`src/hw/rtl/fsd_pkg.sv`:
```
// ----------------------------------------------------------------------------
// fsd_pkg
// Shared types, register indexes and arithmetic constants of the
// error-diffusion dither core.
// ----------------------------------------------------------------------------
`default_nettype none

package fsd_pkg;

  // channel and error widths
  localparam int PIX_W   = 8;                  // one color channel
  localparam int CH_N    = 3;                  // red, green, blue
  localparam int ERR_W   = 11;                 // stored error per channel
  localparam int EXT_W   = 12;                 // working width of quantization error
  localparam int ENTRY_W = CH_N * ERR_W;       // one row store entry
  localparam int BUS_W   = CH_N * PIX_W;       // tdata width of both channels

  // configuration port
  localparam int CFG_IDX_W  = 2;
  localparam int CFG_DATA_W = 16;
  localparam int LV_W       = 9;
  localparam int IMG_W_W    = 11;
  localparam int IMG_H_W    = 16;
  localparam int STEP_W     = 8;

  localparam logic [CFG_IDX_W-1:0] CFG_LEVELS = 2'd0;
  localparam logic [CFG_IDX_W-1:0] CFG_WIDTH  = 2'd1;
  localparam logic [CFG_IDX_W-1:0] CFG_HEIGHT = 2'd2;

  localparam logic [LV_W-1:0]    LV_RESET     = 9'd1;
  localparam logic [LV_W-1:0]    LV_MAX       = 9'd256;
  localparam logic [IMG_W_W-1:0] WIDTH_RESET  = 11'd640;
  localparam logic [IMG_H_W-1:0] HEIGHT_RESET = 16'd480;
  localparam logic [STEP_W-1:0]  STEP_RESET   = 8'd255;   // 255 div 1

  // corrected value saturation bounds
  localparam int V_MIN = -512;
  localparam int V_MAX = 767;

  // shared multiplier operands
  localparam int MUL_A_W = 18;
  localparam int MUL_B_W = 19;
  localparam int PROD_W  = MUL_A_W + MUL_B_W;
  localparam int Q_W     = 10;                 // rounded quotient
  // floor(m / 255) == (m * RCP_255) >> RCP_SHIFT for all m below 2^18
  localparam int RCP_SHIFT = 26;
  localparam logic [MUL_B_W-1:0] RCP_255 = 19'd263173;
  localparam logic [MUL_A_W-1:0] ROUND_BIAS = 18'd127;

  typedef logic signed [ERR_W-1:0] err_t;
  typedef logic signed [EXT_W-1:0] ext_t;
  typedef logic [ENTRY_W-1:0]      entry_t;

  // request to the step divider
  typedef struct packed {
    logic            start;
    logic [LV_W-1:0] lv;
  } div_req_t;

  // e * k / 16, truncated toward zero
  function automatic err_t share16(input ext_t e, input logic [2:0] k);
    logic signed [15:0] p;
    logic signed [15:0] t;
    begin
      p = 16'(e) * $signed({13'd0, k});
      if (p < 0) begin
        p = p + 16'sd15;
      end
      t = p >>> 4;
      return t[ERR_W-1:0];
    end
  endfunction

endpackage

`default_nettype wire

```
`src/hw/rtl/fsd_step_div.sv`:
```
// ----------------------------------------------------------------------------
// fsd_step_div
// Restoring divider giving the quantizer step 255 div levels, one quotient
// bit per cycle after a levels write.
// ----------------------------------------------------------------------------
`default_nettype none

module fsd_step_div (
  input  wire logic                          clk,
  input  wire logic                          rst_n,
  input  wire fsd_pkg::div_req_t             req,
  output logic                               busy,
  output logic [fsd_pkg::STEP_W-1:0]         step
);
  import fsd_pkg::*;

  logic                busy_r, busy_nxt;
  logic [2:0]          cnt_r, cnt_nxt;
  logic [LV_W-1:0]     lv_r;
  logic [STEP_W-1:0]   rem_r, rem_nxt;
  logic [STEP_W-1:0]   quo_r, quo_nxt;
  logic [LV_W-1:0]     trial;
  logic                fits;
  logic [LV_W-1:0]     diff;

  // dividend is all ones, so every shifted-in bit is a one
  assign trial = {rem_r, 1'b1};
  assign fits  = (trial >= lv_r);
  assign diff  = trial - lv_r;

  always_comb begin
    busy_nxt = busy_r;
    cnt_nxt  = cnt_r;
    rem_nxt  = rem_r;
    quo_nxt  = quo_r;
    if (req.start) begin
      busy_nxt = 1'b1;
      cnt_nxt  = 3'd7;
      rem_nxt  = '0;
      quo_nxt  = '0;
    end else if (busy_r) begin
      rem_nxt = fits ? diff[STEP_W-1:0] : trial[STEP_W-1:0];
      quo_nxt = {quo_r[STEP_W-2:0], fits};
      cnt_nxt = cnt_r - 3'd1;
      if (cnt_r == 3'd0) begin
        busy_nxt = 1'b0;
      end
    end
  end

  always_ff @(posedge clk) begin
    if (!rst_n) begin
      busy_r <= 1'b0;
      cnt_r  <= '0;
      quo_r  <= STEP_RESET;
    end else begin
      busy_r <= busy_nxt;
      cnt_r  <= cnt_nxt;
      quo_r  <= quo_nxt;
    end
  end

  always_ff @(posedge clk) begin
    rem_r <= rem_nxt;
    if (req.start) begin
      lv_r <= req.lv;
    end
  end

  assign busy = busy_r;
  assign step = quo_r;

endmodule

`default_nettype wire

```
`config.mk`:
```
export PLATFORM = sky130hd
export DESIGN_NAME = fsd_step_div
export DESIGN_NICKNAME = d
export VERILOG_FILES = /design/src/hw/rtl/fsd_pkg.sv /design/src/hw/rtl/fsd_step_div.sv
export SDC_FILE = /design/constraint.sdc
export NUM_CORES = 1
export LEC_CHECK = 0
export ABC_AREA = 1
export BUFFER_PORTS_ARGS = -buffer_cell sky130_fd_sc_hd__buf_2
export CAP_MARGIN = 30
export CORE_MARGIN = 4
export CORE_UTILIZATION = 35
export DETAILED_ROUTE_END_ITERATION = 7
export PLACE_DENSITY = 0.59
export SETUP_SLACK_MARGIN = 0.3
export SYNTH_ARGS = -nofsm -noshare
export SYNTH_HDL_FRONTEND = slang
export SYNTH_SLANG_ARGS = --single-unit
```
`constraint.sdc`:
```
create_clock -name clk -period 5.1 [get_ports clk]
set_input_delay 0.255 -clock clk [delete_from_list [all_inputs] [get_ports clk]]
set_output_delay 0.255 -clock clk [all_outputs]
set_load 0.02 [all_outputs]
```
### Word level (Yosys, flattened, before mapping)

Cells that the tools add are included.

| cells by class | value |
|---|---|
| reduce and logical (&&, ||, !) cells | 2 |
| add/sub/neg operators | 2 |
| muxes and demuxes | 8 |
| magnitude comparators | 1 |

Operator list:

| operator | count |
|---|---|
| 2-to-1 mux 8 bit | 3 |
| greater-or-equal comparator 9 bit | 1 |
| subtractor 8 bit | 1 |
| 2-to-1 mux 3 bit | 2 |
| logical NOT 3 bit | 1 |
| 2-to-1 mux 1 bit | 3 |
| subtractor 3 x 1 -> 3 bit, second input constant | 1 |
| nonzero test 2 bit | 1 |

| storage, ports and cells | value |
|---|---|
| register bits after elaboration | 29 |
| logic and storage cells | 18 |
| bits of input ports | 12 |
| output and inout bits | 9 |

### Depth between registers and ports, before layout

Gate-level depths: netlist of run 1.

| depth | value |
|---|---|
| depth in word-level cells | 4 |
| depth in mapped cells | 12 |
| gate-level depth less buffers | 12 |

### Least setup slack after synthesis of run 1

OpenSTA, ideal clock, no wires.

| timing | value |
|---|---|
| kind | reg2reg |
| from | register rem_r[0] |
| to | register rem_r[6] |
| clock period less this slack | 1.638 ns |
| required time | 4.988 ns |
| arrival | 1.526 ns |
| path slack | 3.462 ns |
| stages on the path, launching flop included | 13 |
| path buffers | 0 |
| library setup time | 0.112 ns |
| cell sequence | dfxtp_1 inv_1 ha_1 inv_1 fa_1 nand2_1 nand2_1 nand3_4 nand3_4 nand2_2 nand2_1 nand2_1 nand2_1 |

| on the way | value |
|---|---|
| longest elaborated chain between the ends | 2 |
| elaborated cells on any way between the ends | 3 |
| classes of those cells | add/sub (1); order compare (1); mux (1) |

Ends and longest elaborated chain:

| item | RTL line | text |
|---|---|---|
| from (decl) | fsd_step_div.sv:20 | `logic [STEP_W-1:0] rem_r, rem_nxt;` |
| from (signal assigned) | fsd_step_div.sv:64 | `rem_r <= rem_nxt;` |
| subtractor 8 bit or greater-or-equal comparator 9 bit (tied branches) | fsd_step_div.sv:29, fsd_step_div.sv:28 |  |
| 2-to-1 mux 8 bit * | fsd_step_div.sv:42 | `rem_nxt = fits ? diff[STEP_W-1:0] : trial[STEP_W-1:0];` |

Every way passes the cells marked *; elsewhere a longest branch is shown, timed or not.
A chain may end at the register's enable or synchronous reset.

### Worst setup path in the final report of run 1

| timing | value |
|---|---|
| from | register rem_r[0] |
| to | register rem_r[3] |

The elaborated chain is that of the path after synthesis.

==> flow_summary_export.csv, run 1 <==
group,metric,value,unit
outcome,status,"finished clean",
route,drtAntennaViolNets,0,
floorplan,rows,23,
clock_network,cts_tree,"built",
setup_path,startpoint_type,"flip-flop",
clock_network,cts_resized,0,
power_and_ir_drop,p_per_area,429,nW/um2
setup_path,reg2reg_depth,12,
global_route,grt_max_degree,17,
logic_synthesis,ys_seq_elements,29,
placement,port_buffers,20,
final_layout,multiInputGateArea,689,um2
floorplan,initial_core_util,36.9,%
power_and_ir_drop,power,746,uW
clock_network,cts_root_buf,"clkbuf_8",
global_route,grt_pass1_wl,4730,um
route,vias,1153,
timing,tightest_slew,524,ps
final_layout,diodes,0,
route,drc_errors,0,
worst_hold_path,whs_endpoint,"lv_r[2]$_DFFE_PP_",
route,viasPerCell,4.61,
clock_network,clkTransAtPathRegs,60,ps
flow_run,drv_cap,0,
power_and_ir_drop,ir_drop,0.000218,V
placement,place_congestion,0.820,
setup_path,r2r-start,"rem_r[0]$_SDFFE_PP0P_",
clock_network,cts_buffers,5,
logic_synthesis,syn_inst,175,
timing,finalClockSkew,6.30,ps
timing,drv_slew,0,
logic_synthesis,synth_cell_types,28,
floorplan,dieWidth,73.6,um
final_layout,layout.nets,222,
global_route,grt.total_usage,11.5,%
timing,fmax,0.546,GHz
clock_network,cts_hold_buf,0,
setup_path,cp_data_required_time,5260,ps
logic_synthesis,yosys-top-cells-area,"dfxtp_1, edfxtp_1, nand2_1",
floorplan,io_pins,21,
floorplan,die_area,5420,um2
timing,finalHoldViolCount,0,
logic_synthesis,synth.cell_area,1510,um2
setup_path,end_kind,"flip-flop",
route,drt-initial-drc-count,50,
placement,dp_hpwl,2160,um
logic_synthesis,ys_warn_count,0,
clock_network,cts_max_level,2,
setup_path,worstPathMaxFanout,9,
logic_synthesis,syn_area_per_cell,8.62,um2
clock_network,cts_num_sinks,29,
clock_network,clk_path_buf_depth,2,
worst_hold_path,hold_path.class,"primary input to flip-flop",
timing,relSlewSlack,65.0,%
route,totalWireLength,2750,um
setup_path,r2r_end,"rem_r[3]$_SDFFE_PP0P_",
setup_path,path_class,"flip-flop to flip-flop",
global_route,grt-ovfl-total,0,
route,wire_per_inst,11.0,um
worst_hold_path,hold_start,"req[2]",
setup_path,r2r_slack,3270,ps
setup_path,critPathArrivalTime,1990,ps
clock_network,cts_setup_buffers,0,
setup_path,startpoint,"rem_r[0]$_SDFFE_PP0P_",
floorplan,die_h,73.6,um
final_layout,fillers,425,
timing,fin_setup_tns,0,ps
timing,rsz0062_at_grt,"false",
final_layout,layout-drive-gt1-share,20.5,%
route,drt_pass1_iterations,4,
logic_synthesis,synth_top_area_cell,"dfxtp_1",
power_and_ir_drop,leakage,0.874,nW
timing,fin_crit,1830,ps
final_layout,syn_to_final_growth,15.4,%
logic_synthesis,synth-seq-area-share,44.5,%
global_route,antenna_found_initial,0,
logic_synthesis,syn_nets,198,
worst_hold_path,hold_depth,1,
final_layout,regArea,671,um2
floorplan,core,4090,um2
global_route,grt_pass1_vias,1098,
clock_network,worstSkewPairLatency,270,ps
logic_synthesis,synth_top_area_share,26.6,%
timing,period_share,35.9,%
timing,finalSetupViolCount,0,
[flip-flops by register name, indices dropped and copies added, names as in the netlist]
register,count
lv_r,9
rem_r,8
step,8
cnt_r,3
busy,1
[per-stage QoR]
step	cell area [um2]	hold WS, ps	std cells	setup WS (ps)	utilization [%]
detailed placement	1660	434	242	3280	40.6
global route	1740	149	250	3100	42.6
CTS	1740	142	250	3260	42.6
global placement	1660	433	242	3310	40.6
finish	1740	153	250	3270	42.6
floorplan	1510	354	175	3460	-
[routing by layer]
layer / routed length (um) / track usage, %
met2: 1240 / 17.6
met1: 1350 / 14.8
met3: 97 / 2.74
met4: 63 / 6.04
met5: 0 / 0
[worst max-delay path, cell delays in order, from the launching register on]
cell and delay, ps:
dfxtp_1 320, inv_1 80, ha_1 140, inv_1 60
fa_1 390, nand2_1 70, nand2_1 110, nand3_4 150
nand3_4 150, nand2_2 90, nand2_1 60, nand2_1 50
nand2_1 50
[how the worst max path moves through the flow]
stage                       endpoint  slack, ps
5_1_grt        rem_r[3]$_SDFFE_PP0P_       3100
6_report       rem_r[3]$_SDFFE_PP0P_       3270
2_1_floorplan  rem_r[6]$_SDFFE_PP0P_       3460
4_1_cts        rem_r[6]$_SDFFE_PP0P_       3260
3_5_place_dp   rem_r[6]$_SDFFE_PP0P_       3280
3_3_place_gp   rem_r[3]$_SDFFE_PP0P_       3310
[layout by cell type, fill, tap and decap left out]
cell type	netlist	routed
a211oi_1	1	1
a21oi_1	3	3
a21oi_4	1	1
a221o_1	1	1
a221oi_1	2	2
a31oi_1	1	1
buf_2	1	20
clkbuf_1	2	1
clkbuf_8	0	5
clkinv_2	0	2
dfxtp_1	20	20
edfxtp_1	9	9
fa_1	1	1
ha_1	10	10
inv_1	35	35
inv_2	1	1
nand2_1	45	45
nand2_2	3	3
nand3_1	10	10
nand3_4	3	3
nand3b_1	1	1
nand4_1	6	6
nor2_1	2	2
nor2_2	4	4
nor2_4	1	1
o211ai_1	2	2
o21ai_0	2	2
o221ai_1	4	4
or2_2	1	1
xor2_1	3	3
[cells in the mapped netlist (all sizes together)]
cell	n
nand2	48
inv	36
dfxtp	20
nand3	13
ha	10
edfxtp	9
nor2	7
nand4	6
a21oi	4
o221ai	4
xor2	3
a221oi	2
clkbuf	2
o211ai	2
o21ai	2
a211oi	1
a221o	1
a31oi	1
buf	1
fa	1
nand3b	1
or2	1
[cell type report]
cell class | instances | share of cell area (%)
clock inverters | 2 | 0.575
multi-input cells | 107 | 39.6
well taps | 50 | 3.59
clock buffers | 6 | 4.17
flip-flops and latches | 29 | 38.5
inverters | 36 | 7.76
repair buffers | 20 | 5.75
[cells by family after synthesis]
family	share of synthesized area [%]
AO/OA/AOI/OAI	8.80
AND/OR/NAND/NOR	25.6
buffers and inverters	9.79
flip-flops	44.5
adder cells (fa/ha/maj)	9.63
XOR/XNOR	1.74
[power by group]
group / switching, mW / total, mW / leakage, nW / internal [mW]
combinational: 0.170 / 0.272 / 0.575 / 0.102
clock: 0.0777 / 0.172 / 0.0450 / 0.0940
sequential: 0.0255 / 0.302 / 0.254 / 0.276
Note: power is estimated with default switching activity, not from simulation.
==> run 2: changes to the inputs <==
Clock period 5.1 ns to 1.7 ns, I/O delays scaled along.
==> run 2 against run 1 <==
  * Die area unchanged
  * Sequential power rose to 3.0 times the previous value
  * Via count up 10%
  * Setup slack worse by 3200 ps
  * Final cell count up 9.6%
  * Combinational power rose to 3.7 times the previous value
  * Count of clock-buffer cells in the layout up 2
  * Fmax up 10%
  * Routed wire length up 16%
  * Clock power rose to 3.3 times the previous value
  * Non-clock buffer count up 23
  * Global-route usage up 1.5 points
  * Highest routed layer unchanged
==> flow_summary_export.csv, run 2 (synthesized netlist as in run 1, its figures left out) <==
group,metric,value,unit
outcome,status,"finished clean",
setup_path,r2r_slack,40,ps
route,drtAntennaViolNets,0,
global_route,antenna_found_initial,0,
final_layout,finish.utilization,49.4,%
setup_path,startpoint,"lv_r[1]$_DFFE_PP_",
timing,tightest_slew,319,ps
timing,finalClockSkew,5.97,ps
global_route,grt.total_usage,12.9,%
final_layout,syn_to_final_growth,33.9,%
power_and_ir_drop,leakage,0.988,nW
final_layout,layout-drive-gt1-share,30.4,%
timing,drv_slew,0,
placement,port_buffers,20,
global_route,grt_pass1_vias,1219,
placement,dp_hpwl,2200,um
route,viasPerCell,4.65,
timing,fmax,0.603,GHz
setup_path,path_class,"flip-flop to flip-flop",
final_layout,largest_reg_flops,9,
floorplan,core,4090,um2
setup_path,end_kind,"flip-flop",
setup_path,cp_data_required_time,1860,ps
clock_network,worstSkewPairLatency,270,ps
timing,fin_setup_tns,0,ps
power_and_ir_drop,power,2.49,mW
setup_path,endpoint,"rem_r[3]$_SDFFE_PP0P_",
flow_run,drv_cap,0,
global_route,grt_pass1_wl,5400,um
clock_network,clkTransAtPathRegs,60,ps
floorplan,initial_core_util,36.9,%
floorplan,dieWidth,73.6,um
global_route,grt-ovfl-total,0,
power_and_ir_drop,p_per_area,1230,nW/um2
setup_path,worstPathMaxFanout,8,
clock_network,cts_max_level,2,
clock_network,cts_root_buf,"clkbuf_8",
route,drc_errors,0,
route,totalWireLength,3190,um
floorplan,io_pins,21,
clock_network,cts_num_sinks,29,
final_layout,final_cell_mix,"nand2_1, inv_1, buf_2",
worst_hold_path,hold_path.class,"primary input to flip-flop",
route,vias,1273,
floorplan,die_h,73.6,um
setup_path,reg2reg_depth,11,
route,drt_pass1_iterations,4,
timing,fin_crit,1660,ps
setup_path,r2r-start,"lv_r[1]$_DFFE_PP_",
setup_path,r2r_end,"rem_r[3]$_SDFFE_PP0P_",
timing,relSlewSlack,78.8,%
floorplan,rows,23,
final_layout,largest-register,"lv_r",
placement,place_congestion,0.813,
power_and_ir_drop,ir_drop,0.000867,V
timing,rsz0062_at_grt,"true",
placement,dp_cells,244,
global_route,grt_max_degree,16,
clock_network,cts_tree,"built",
clock_network,clk_path_buf_depth,2,
timing,finalHoldViolCount,0,
final_layout,layout.nets,246,
final_layout,diodes,0,
final_layout,layout.cells.non_filler,274,
timing,finalSetupViolCount,0,
floorplan,die_area,5420,um2
setup_path,startpoint_type,"flip-flop",
timing,period_share,97.6,%
placement,dp_slack,24.8,ps
final_layout,final_common_cell,"nand2_1",
setup_path,critPathArrivalTime,1820,ps
clock_network,cts_buffers,5,
route,wire_per_inst,11.6,um
timing,finalWorstSetupSlack,41.3,ps
route,drt-initial-drc-count,33,
## run 2: power by group
group	leakage, nW	switching [mW]	total, mW	internal [mW]
clock network	0.0455	0.236	0.565	0.329
registers	0.254	0.0918	0.921	0.829
logic	0.688	0.582	1.00	0.422
## run 2: final cells by class
cell class / count / area [um2]
Inverter: 36 / 135
Clock buffer: 8 / 90.1
Tap cell: 50 / 62.6
Fill cell: 394 / 2070
Timing Repair Buffer: 43 / 299
Sequential cell: 29 / 672
Multi-Input combinational cell: 108 / 759
## run 2: repair_timing
item / in CTS / in global routing
resized for setup: 7 / 8
hold buffers: 9 / 0
setup buffers: 10 / 2
gates cloned: 1 / 0
pin swaps: 3 / 3
setup endpoints to repair: 9 / 9
hold endpoints to repair: 9 / 0
## run 2: worst min path at each step
stage	startpoint	endpoint	slack, ps	cells after the start
after global placement	req[4]	lv_r[4]$_DFFE_PP_	260	1
after global routing	rst_n	step[2]$_SDFFE_PN1P_	70	2
after detailed placement	req[0]	lv_r[0]$_DFFE_PP_	260	1
after floorplan	req[0]	lv_r[0]$_DFFE_PP_	180	0
final	rst_n	step[2]$_SDFFE_PN1P_	70	2
after CTS	rst_n	step[5]$_SDFFE_PN1P_	60	2
## run 2: metal layers
metal | up-vias | wire length, um | GRT usage (%)
met5 | - | 0 | 0
met4 | 0 | 25 | 4.23
met3 | 4 | 115 | 3.28
met2 | 27 | 1520 | 21.3
met1 | 576 | 1530 | 16.5
li1 | 666 | - | -
## run 2: through the flow
step	hold WS, ps	cell area, um2
floorplan	184	1510
global placement	262	1680
detailed placement	263	1680
CTS	61.5	1960
global route	67.9	2020
finish	68.6	2020
## run 2: worst max-delay path, stage by stage (launching register included)
cell,delay (ps)
edfxtp_1,380
ha_4,140
inv_2,40
fa_2,340
nand2_2,90
nand2_4,70
nand3_4,120
nand3_4,130
nand2_2,100
nand2_1,50
nand2_1,50
nand2_1,40
==> run 3: changes to the inputs <==
Settings changed: PLACE_DENSITY 0.59 to 0.53.
==> run 3 against run 2 <==
  * Largest power group unchanged
  * Setup slack worse by 15 ps
  * Critical path depth stayed put
  * Count of clock-buffer cells in the layout stayed put
  * Critical path type unchanged
  * Sequential power hardly changed
==> flow_summary_export.csv, run 3 (synthesized netlist as in run 1, its figures left out) <==
group,metric,value,unit
outcome,status,"finished clean",
power_and_ir_drop,p_int,1.57,mW
power_and_ir_drop,p_seq_share,36.9,%
clock_network,cts_root_buf,"clkbuf_8",
power_and_ir_drop,switchingPower,916,uW
clock_network,worstSkewPairLatency,280,ps
clock_network,cts_buffers,5,
power_and_ir_drop,swShare,36.8,%
route,totalWireLength,3430,um
power_and_ir_drop,power,2.49,mW
final_layout,design_area,2000,um2
final_layout,largest_reg_flops,9,
route,drc_errors,0,
flow_run,drv_cap,0,
floorplan,initial_core_util,36.9,%
floorplan,rows,23,
route,vias,1300,
final_layout,diodes,0,
setup_path,cpPeakStageDelay,380,ps
clock_network,cts_num_sinks,29,
placement,placed_area,1680,um2
route,drtAntennaViolNets,0,
worst_hold_path,hold_path.class,"primary input to flip-flop",
route,drt_pass1_iterations,4,
clock_network,cts_tree,"built",
final_layout,layout.nets,243,
timing,finalClockSkew,5.62,ps
setup_path,critPathArrivalTime,1850,ps
route,wire_per_inst,12.6,um
setup_path,path_class,"flip-flop to flip-flop",
power_and_ir_drop,ir_drop,0.000554,V
setup_path,path_cells,"ha_4, inv_4, fa_2, nand2_2, nand2_4, nand3_4, nand3_4, nand2_2, nand2_1, nand2_1, nand2_1",
timing,drv_slew,0,
placement,place_congestion,0.852,
setup_path,worst_path_most_repeated_cell,"nand2_1",
setup_path,startpoint_type,"flip-flop",
global_route,grt_pass1_vias,1322,
floorplan,io_pins,21,
power_and_ir_drop,combPwrFrac,40.1,%
setup_path,cp_data_required_time,1880,ps
clock_network,clk_path_buf_depth,2,
floorplan,die_h,73.6,um
placement,dp_slack,5.05,ps
floorplan,die_area,5420,um2
power_and_ir_drop,leakage,0.976,nW
route,viasPerCell,4.80,
final_layout,largest-register,"lv_r",
global_route,grt_max_degree,17,
clock_network,clkTransAtPathRegs,60,ps
timing,finalWorstSetupSlack,26.4,ps
final_layout,syn_to_final_growth,32.4,%
global_route,grt-ovfl-total,0,
global_route,antenna_found_initial,0,
timing,holdWs,68.8,ps
timing,period_share,98.4,%
floorplan,dieWidth,73.6,um
placement,port_buffers,20,
setup_path,worstPathMaxFanout,7,
placement,dp_hpwl,2430,um
timing,fin_crit,1670,ps
timing,tightest_slew,259,ps
global_route,grt_pass1_wl,5720,um
final_layout,final_common_cell,"nand2_1",
power_and_ir_drop,p_per_area,1250,nW/um2
final_layout,final_cell_mix,"nand2_1, inv_1, buf_2",
timing,finalSetupViolCount,0,
timing,relSlewSlack,82.7,%
timing,finalHoldViolCount,0,
timing,fmax,0.598,GHz
setup_path,end_kind,"flip-flop",
clock_network,cts_max_level,2,
route,drt-initial-drc-count,56,
power_and_ir_drop,clockPowerShare,23.0,%
floorplan,core,4090,um2
setup_path,critPathSlowestCell,"edfxtp_1",
timing,rsz0062_at_grt,"true",
global_route,grt.total_usage,14.0,%
final_layout,layout-drive-gt1-share,28.5,%
## run 3: cell count changes in the layout (fill, tap and decap cells not counted)
cell	before	now
nand2_1	41	42
inv_2	4	2
inv_1	32	33
buf_4	13	10
inv_4	0	1
nand2_2	6	5
## run 3: timing repair
action                                  CTS  global route
resized for setup                         8             5
pin swaps                                 5             3
endpoints found under the setup margin    9            10
cloned                                    1             0
setup buffers                             3             6
hold buffers                              9             0
hold endpoints to repair                  9             0
## run 3: through the flow
| stage | setup TNS [ps] | cells | utilization (%) |
|---|---|---|---|
| 3_5_place_dp | 0 | 244 | 41.1 |
| 4_1_cts | 0 | 265 | 47.3 |
| 3_3_place_gp | 0 | 244 | 41.1 |
| 2_1_floorplan | 0 | 175 | - |
| 5_1_grt | -286 | 271 | 48.8 |
| 6_report | 0 | 271 | 48.8 |
## run 3: final cells by class
cell class / instances / area [um2]
clock buffer: 8 / 90.1
fill: 402 / 2090
inverter: 36 / 138
multi-input combinational: 108 / 757
sequential: 29 / 672
tap: 50 / 62.6
timing repair buffer: 40 / 277
## run 3: path summary, 6_finish.rpt
path	start	end	slack, ps	cells past startpoint
setup reg to reg	lv_r[1]$_DFFE_PP_	rem_r[6]$_SDFFE_PP0P_	30	11
setup / recovery	lv_r[1]$_DFFE_PP_	rem_r[6]$_SDFFE_PP0P_	30	11
hold / removal	rst_n	step[5]$_SDFFE_PN1P_	70	2
hold reg to reg	rem_r[7]$_SDFFE_PP0P_	rem_r[7]$_SDFFE_PP0P_	470	2
## run 3: critical path: cells and delay by family, from the launching register on
| kind | cells | cell delay [ps] |
|---|---|---|
| adder cells (fa/ha/maj) | 2 | 500 |
| AND/OR/NAND/NOR | 8 | 680 |
| flip-flops | 1 | 380 |
| buffers and inverters | 1 | 30 |
## run 3: routing by layer
| layer | wire length [um] | vias to the layer above | GRT usage (%) |
|---|---|---|---|
| met2 | 1750 | 28 | 24.6 |
| met4 | 82 | 0 | 7.24 |
| met3 | 181 | 8 | 4.92 |
| li1 | - | 664 | - |
| met5 | 0 | - | 0 |
| met1 | 1410 | 600 | 14.6 |
## run 3: power by group through the flow
| stage | Sequential [mW] | Clock (mW) | Combinational (mW) |
|---|---|---|---|
| floorplan | 0.925 | 0 | 0.645 |
| global placement | 0.922 | 0 | 0.836 |
| detailed placement | 0.923 | 0 | 0.848 |
| CTS | 0.919 | 0.595 | 0.937 |
| global route | 0.937 | 0.625 | 1.13 |
| finish | 0.918 | 0.572 | 0.999 |
